File: config.mk
export PLATFORM = sky130hd
export DESIGN_NAME = pfte_cells
export DESIGN_NICKNAME = d
export VERILOG_FILES = /design/src/rtl/core/position_fix_table_engine_assert.svh /design/src/rtl/core/pfte_pkg.sv /design/src/rtl/core/pfte_cells.sv
export SDC_FILE = /design/constraint.sdc
export NUM_CORES = 2
export LEC_CHECK = 0
export BUFFER_PORTS_ARGS = -buffer_cell sky130_fd_sc_hd__buf_2
export CAP_MARGIN = 20
export CORE_MARGIN = 10
export CORE_UTILIZATION = 30
export DETAILED_ROUTE_END_ITERATION = 6
export PLACE_DENSITY = 0.52
export RECOVER_POWER = 100
export SYNTH_ARGS = -nofsm -noshare
export SYNTH_HDL_FRONTEND = slang
export SYNTH_SLANG_ARGS = --single-unit
File: constraint.sdc
create_clock -name i_clk -period 3.1 [get_ports i_clk]
set_input_delay 0.62 -clock i_clk [delete_from_list [all_inputs] [get_ports i_clk]]
set_output_delay 0.62 -clock i_clk [all_outputs]
set_load 0.05 [all_outputs]
File: src/rtl/core/position_fix_table_engine_assert.svh
// assertion macros for the position fix table engine
`ifndef POSITION_FIX_TABLE_ENGINE_ASSERT_SVH
`define POSITION_FIX_TABLE_ENGINE_ASSERT_SVH

// property holds in the same cycle as its trigger
`define PFTE_ASSERT_NOW(lbl, ante, cons, msg) \
    lbl: assert property (@(posedge i_clk) disable iff (!i_rst_n) (ante) |-> (cons)) \
        else $error(msg);

// property holds in the cycle after its trigger
`define PFTE_ASSERT_NEXT(lbl, ante, cons, msg) \
    lbl: assert property (@(posedge i_clk) disable iff (!i_rst_n) (ante) |=> (cons)) \
        else $error(msg);

`endif

File: src/rtl/core/pfte_pkg.sv
// shared types, codes and helpers of the position fix table engine
package pfte_pkg;

    localparam int HOPS_W = 9;
    localparam int KEY_W  = 10;

    localparam logic [1:0] CMD_RECEIVE = 2'd0;
    localparam logic [1:0] CMD_PURGE   = 2'd1;
    localparam logic [1:0] CMD_EMIT    = 2'd2;
    localparam logic [1:0] CMD_NONE    = 2'd3;

    localparam logic [1:0] KIND_RECEIVE = 2'd0;
    localparam logic [1:0] KIND_PURGE   = 2'd1;
    localparam logic [1:0] KIND_RECORD  = 2'd2;

    localparam logic [1:0] ST_UPDATED  = 2'd0;
    localparam logic [1:0] ST_OWN_ID   = 2'd1;
    localparam logic [1:0] ST_NOT_NEW  = 2'd2;
    localparam logic [1:0] ST_FULL     = 2'd3;

    localparam logic [2:0] CFG_FIXED_MODE    = 3'd0;
    localparam logic [2:0] CFG_OWN_ID        = 3'd1;
    localparam logic [2:0] CFG_OWN_LATITUDE  = 3'd2;
    localparam logic [2:0] CFG_OWN_LONGITUDE = 3'd3;
    localparam logic [2:0] CFG_STALE_SECONDS = 3'd4;
    localparam logic [2:0] CFG_PURGE_SECONDS = 3'd5;
    localparam logic [2:0] CFG_HOP_LIMIT     = 3'd6;

    localparam logic [HOPS_W-1:0] HOPS_NONE = '1;

    typedef enum logic [2:0] {
        CELL_HOLD,
        CELL_PREP_EMIT,
        CELL_PREP_PURGE,
        CELL_SET_DROP,
        CELL_SET_HOPS,
        CELL_ROUND
    } t_cell_op;

    typedef struct packed {
        t_cell_op          op;
        logic              odd;
        logic              drop;
        logic [HOPS_W-1:0] hops;
    } t_cell_ctl;

    typedef struct packed {
        logic [31:0] id;
        logic [31:0] seq;
        logic [31:0] lat;
        logic [31:0] lon;
        logic [31:0] stamp;
    } t_slot;

    typedef struct packed {
        logic [31:0]       id;
        logic [31:0]       seq;
        logic [HOPS_W-1:0] hops;
        logic [31:0]       lat;
        logic [31:0]       lon;
    } t_rec;

    typedef struct packed {
        logic [1:0] kind;
        logic [1:0] status;
        logic [5:0] count;
        t_rec       rec;
        logic       rec_valid;
        logic       last;
    } t_result;

    function automatic t_result make_result(logic [1:0] kind, logic [1:0] status,
                                            logic [5:0] count, t_rec rec,
                                            logic rec_valid, logic last);
        t_result r;
        r.kind      = kind;
        r.status    = status;
        r.count     = count;
        r.rec       = rec;
        r.rec_valid = rec_valid;
        r.last      = last;
        return r;
    endfunction

endpackage

File: src/rtl/core/pfte_cells.sv
// row of order cells: slot pointer, hops and sort key, odd-even transposition sort
module pfte_cells
    import pfte_pkg::*;
#(
    parameter int DEPTH = 32,
    parameter int IW    = 5,
    parameter int CW    = 6
) (
    input  logic              i_clk,
    input  logic              i_rst_n,
    input  t_cell_ctl         i_ctl,
    input  logic [IW-1:0]     i_idx,
    input  logic [CW-1:0]     i_used,
    output logic [IW-1:0]     o_ptr,
    output logic [HOPS_W-1:0] o_hops
);

    logic [IW-1:0]     r_ptr  [DEPTH];
    logic [HOPS_W-1:0] r_hops [DEPTH];
    logic [KEY_W-1:0]  r_key  [DEPTH];
    logic [IW-1:0]     n_ptr  [DEPTH];
    logic [HOPS_W-1:0] n_hops [DEPTH];
    logic [KEY_W-1:0]  n_key  [DEPTH];

    assign o_ptr  = r_ptr[i_idx];
    assign o_hops = r_hops[i_idx];

    always_comb begin
        n_ptr  = r_ptr;
        n_hops = r_hops;
        n_key  = r_key;
        case (i_ctl.op)
            CELL_PREP_EMIT: begin
                // unused cells sort behind, hops biased so -1 comes first
                for (int k = 0; k < DEPTH; k++) begin
                    n_key[k] = {(CW'(k) >= i_used), ~r_hops[k][HOPS_W-1],
                                r_hops[k][HOPS_W-2:0]};
                end
            end
            CELL_PREP_PURGE: begin
                for (int k = 0; k < DEPTH; k++) begin
                    n_key[k] = {(CW'(k) >= i_used), {(KEY_W-1){1'b0}}};
                end
            end
            CELL_SET_DROP: begin
                n_key[i_idx][KEY_W-1] = i_ctl.drop;
            end
            CELL_SET_HOPS: begin
                n_hops[i_idx] = i_ctl.hops;
            end
            CELL_ROUND: begin
                // swap only on strictly greater keys, which keeps the sort stable
                for (int k = 0; k < DEPTH - 1; k++) begin
                    if (((k & 1) == int'(i_ctl.odd)) && (r_key[k] > r_key[k+1])) begin
                        n_ptr[k]    = r_ptr[k+1];
                        n_ptr[k+1]  = r_ptr[k];
                        n_hops[k]   = r_hops[k+1];
                        n_hops[k+1] = r_hops[k];
                        n_key[k]    = r_key[k+1];
                        n_key[k+1]  = r_key[k];
                    end
                end
            end
            default: begin
            end
        endcase
    end

    always_ff @(posedge i_clk) begin
        if (!i_rst_n) begin
            for (int k = 0; k < DEPTH; k++) begin
                r_ptr[k] <= IW'(k);
            end
        end else begin
            r_ptr <= n_ptr;
        end
    end

    always_ff @(posedge i_clk) begin
        r_hops <= n_hops;
        r_key  <= n_key;
    end

endmodule

==> reports/results.ini <==
[sta]
tightest_slew_ns=1.12
period_minus_slack_ns=3.60
slew_viol_final=0
setup_violations=359
worst_hold_slack_ns=0.392
relSlewSlack=0.250
setup_ws_ns=-0.497
fin_crit_sh=1.16
fin_setup_tns_ns=-53.65
fmax_ghz=0.278
rsz0062_at_grt=yes
hold_viol=0
fin_skew_ns=0.0246

[power]
powerDensity_nw_per_um2=504
swShare=0.323
clkPwrFrac=0.356
leakagePower_nw=22.4
seqPwrFrac=0.426
internal-power_mw=20.4
p_comb_frac=0.218
p_sw_mw=9.76
ir_worst_vdd_v=0.000411

[clock_network]
holdBufCountCts=0
cts.sinks=768
clk_root_buffer_cell=clkbuf_16
path_clk_slew_ns=0.06
tritoncts=done
insertion_delay_ns=0.72
ctsLongestPathBuffers=3
numCtsBuffers=89
cts_htree_levels=3

[yosys]
seq_area_frac_synth=0.426
netlist_area_um2=50400
synth-simple-area-share=0.104
syn_inst=5138
synth_fa_ha_area_frac=0.0770
synth_xor_area_frac=0.000174
avgSynthCellArea_um2=9.80
synth-compound-area-share=0.268
syn_nets=5475
synth-edff-count=608
synthDistinctLibCells=69
async_reset_ff_frac=0
synthMuxAreaShare=0.0606
synthFlopType=edfxtp_1
synth_top_family_by_area=compound AO/OA/AOI/OAI gates
ys_ff_latch=768
yosysWarningCount=0

[outcome]
violations=DRC, setup timing
status=finished, violations left

[placed_design]
pre_cts_slack_ns=-0.517
io_buffers=40
dp_cells=7415
place_congestion=0.978
placedInstanceArea_um2=56100
hpwl_um=167000

[critical_path]
cp.required_ns=2.48
path_class=flop to output port
crit_chain=mux4_2 > a22oi_2 > nand4_1 > buf_4 > buf_6
worstPathMaxFanout=2
slowest_stage=mux4_2
cpPeakStageDelay_ns=0.55
crit_path_end_kind=output port
cp.arrival_ns=2.98
startpoint_type=flop

[final_layout]
final_area_um2=59900
stdcell_count=7774
synthToLayoutAreaGrowth_pct=19.0
fill_cells=17010
final_cell_mix=edfxtp_1 (608), buf_4 (509), nand2_1 (456)
final_common_cell=edfxtp_1
nets=5825
drive_gt1_frac=0.181

[global_routing]
grtUsageTotal=0.242
grt_pass1_vias=45971
overflow=0
grt_max_degree=139
antenna_found_initial=17
grt_first_pass_wirelength_um=337000

[floorplanning]
pin_count=41
die_w_um=430
dieArea_um2=185000
core_um2=167000
initial_core_util=0.301
die_h_um=430
fp-row-count=150

[routing]
route.detailed.drc=69
antenna_left=0
via_count=49247
vias_per_cell=6.33
dr.pass1.iters=7
finalWirelength_um=235000
first_iter_violations=7641
wl_per_cell_um=30.3

[worst_hold_path]
min_path_type=input port to flop

[run]
maxCapViolCount=0

-- layout make-up --
class                      instances  area [um2]  share of cell area
multi-input combinational       3551       25800               0.430
antenna                            5        12.5            0.000209
inverter                         353        1330              0.0221
clock inverter                    42         293             0.00489
sequential                       768       21500               0.358
timing repair buffer             725        5710              0.0953
clock buffer                     126        2570              0.0429
tap                             2204        2760              0.0460
-- per-layer routing --
layer,track usage,up-vias,wire [um]
met5,0,-,65
met1,0.320,24463,92300
li1,-,21011,-
met2,0.366,3141,103000
met3,0.0528,622,25300
met4,0.128,10,15000
-- critical path, delay by kind of cell, from the launching register on --
| family | cells | cell delay (ns) |
|---|---|---|
| muxes | 1 | 0.55 |
| DFF | 1 | 0.50 |
| and+or+nand+nor | 1 | 0.45 |
| buffers and inverters | 2 | 0.45 |
| AOI/OAI and AO/OA | 1 | 0.31 |
-- synth_stat cells, types with 27 or more instances --
master / n / share of area
nor2_1: 297 / 0.022
clkbuf_1: 333 / 0.025
nor3_1: 137 / 0.014
ha_1: 310 / 0.077
o211ai_1: 36 / 0.0054
a222oi_1: 93 / 0.018
nand2_1: 461 / 0.034
mux2i_1: 44 / 0.0087
a221oi_1: 272 / 0.047
inv_1: 353 / 0.026
a211oi_1: 50 / 0.0075
buf_2: 112 / 0.011
o31ai_1: 64 / 0.0095
dfxtp_1: 160 / 0.064
and4_1: 27 / 0.0047
nand3_1: 30 / 0.0030
a22oi_1: 422 / 0.063
o21ai_0: 202 / 0.020
edfxtp_1: 608 / 0.36
and2_1: 37 / 0.0046
a21oi_1: 400 / 0.040
nand4_1: 68 / 0.0084
o22ai_1: 248 / 0.031
mux4_2: 112 / 0.050
-- logic make-up after synthesis --
group / after synthesis
muxes: 164
AOI/OAI and AO/OA: 1937
xor gates and xnor gates: 1
adders and majority gates: 310
buffers and inverters: 819
and+or+nand+nor: 1139
DFF: 768
-- per-stage QoR --
stage,power [mW],util
global placement,19.3,0.336
detailed placement,19.4,0.336
floorplan,16.6,-
global route,31.2,0.359
CTS,30.2,0.359
finish,30.2,0.359
-- state kept, by name (all words and copies together) (netlist names) --
name and count:
r_ptr 160, r_hops 288, r_key 320
-- path summary, 6_finish.rpt --
| kind | end | slack (ns) | cells past startpoint | start |
|---|---|---|---|---|
| max | o_hops[0] | -0.50 | 5 | r_hops[0]$_DFFE_PP_ |
| min | r_key[159]$_DFFE_PP_ | 0.39 | 4 | i_used[4] |
| max reg2reg | r_key[69]$_DFFE_PP_ | -0.26 | 8 | r_key[69]$_DFFE_PP_ |
| min reg2reg | r_ptr[5]$_SDFFE_PN0P_ | 0.49 | 2 | r_ptr[0]$_SDFFE_PN1P_ |
-- what timing repair did --
action / 4_1_cts / 5_1_grt
cloned: 0 / 1
pin swaps: 11 / 5
resized for setup: 27 / 27
endpoints found under the setup margin: 14 / 97
buffers inserted: 133 / 50
-- power by group through the flow --
stage | Combinational (mW) | Clock, mW | Sequential, mW
global placement | 6.16 | 0 | 13.1
detailed placement | 6.32 | 0 | 13.1
floorplan | 4.00 | 0 | 12.6
global route | 7.12 | 11.2 | 12.9
finish | 6.57 | 10.8 | 12.9
CTS | 6.53 | 10.8 | 12.8
(Power assumes the default switching activity.)
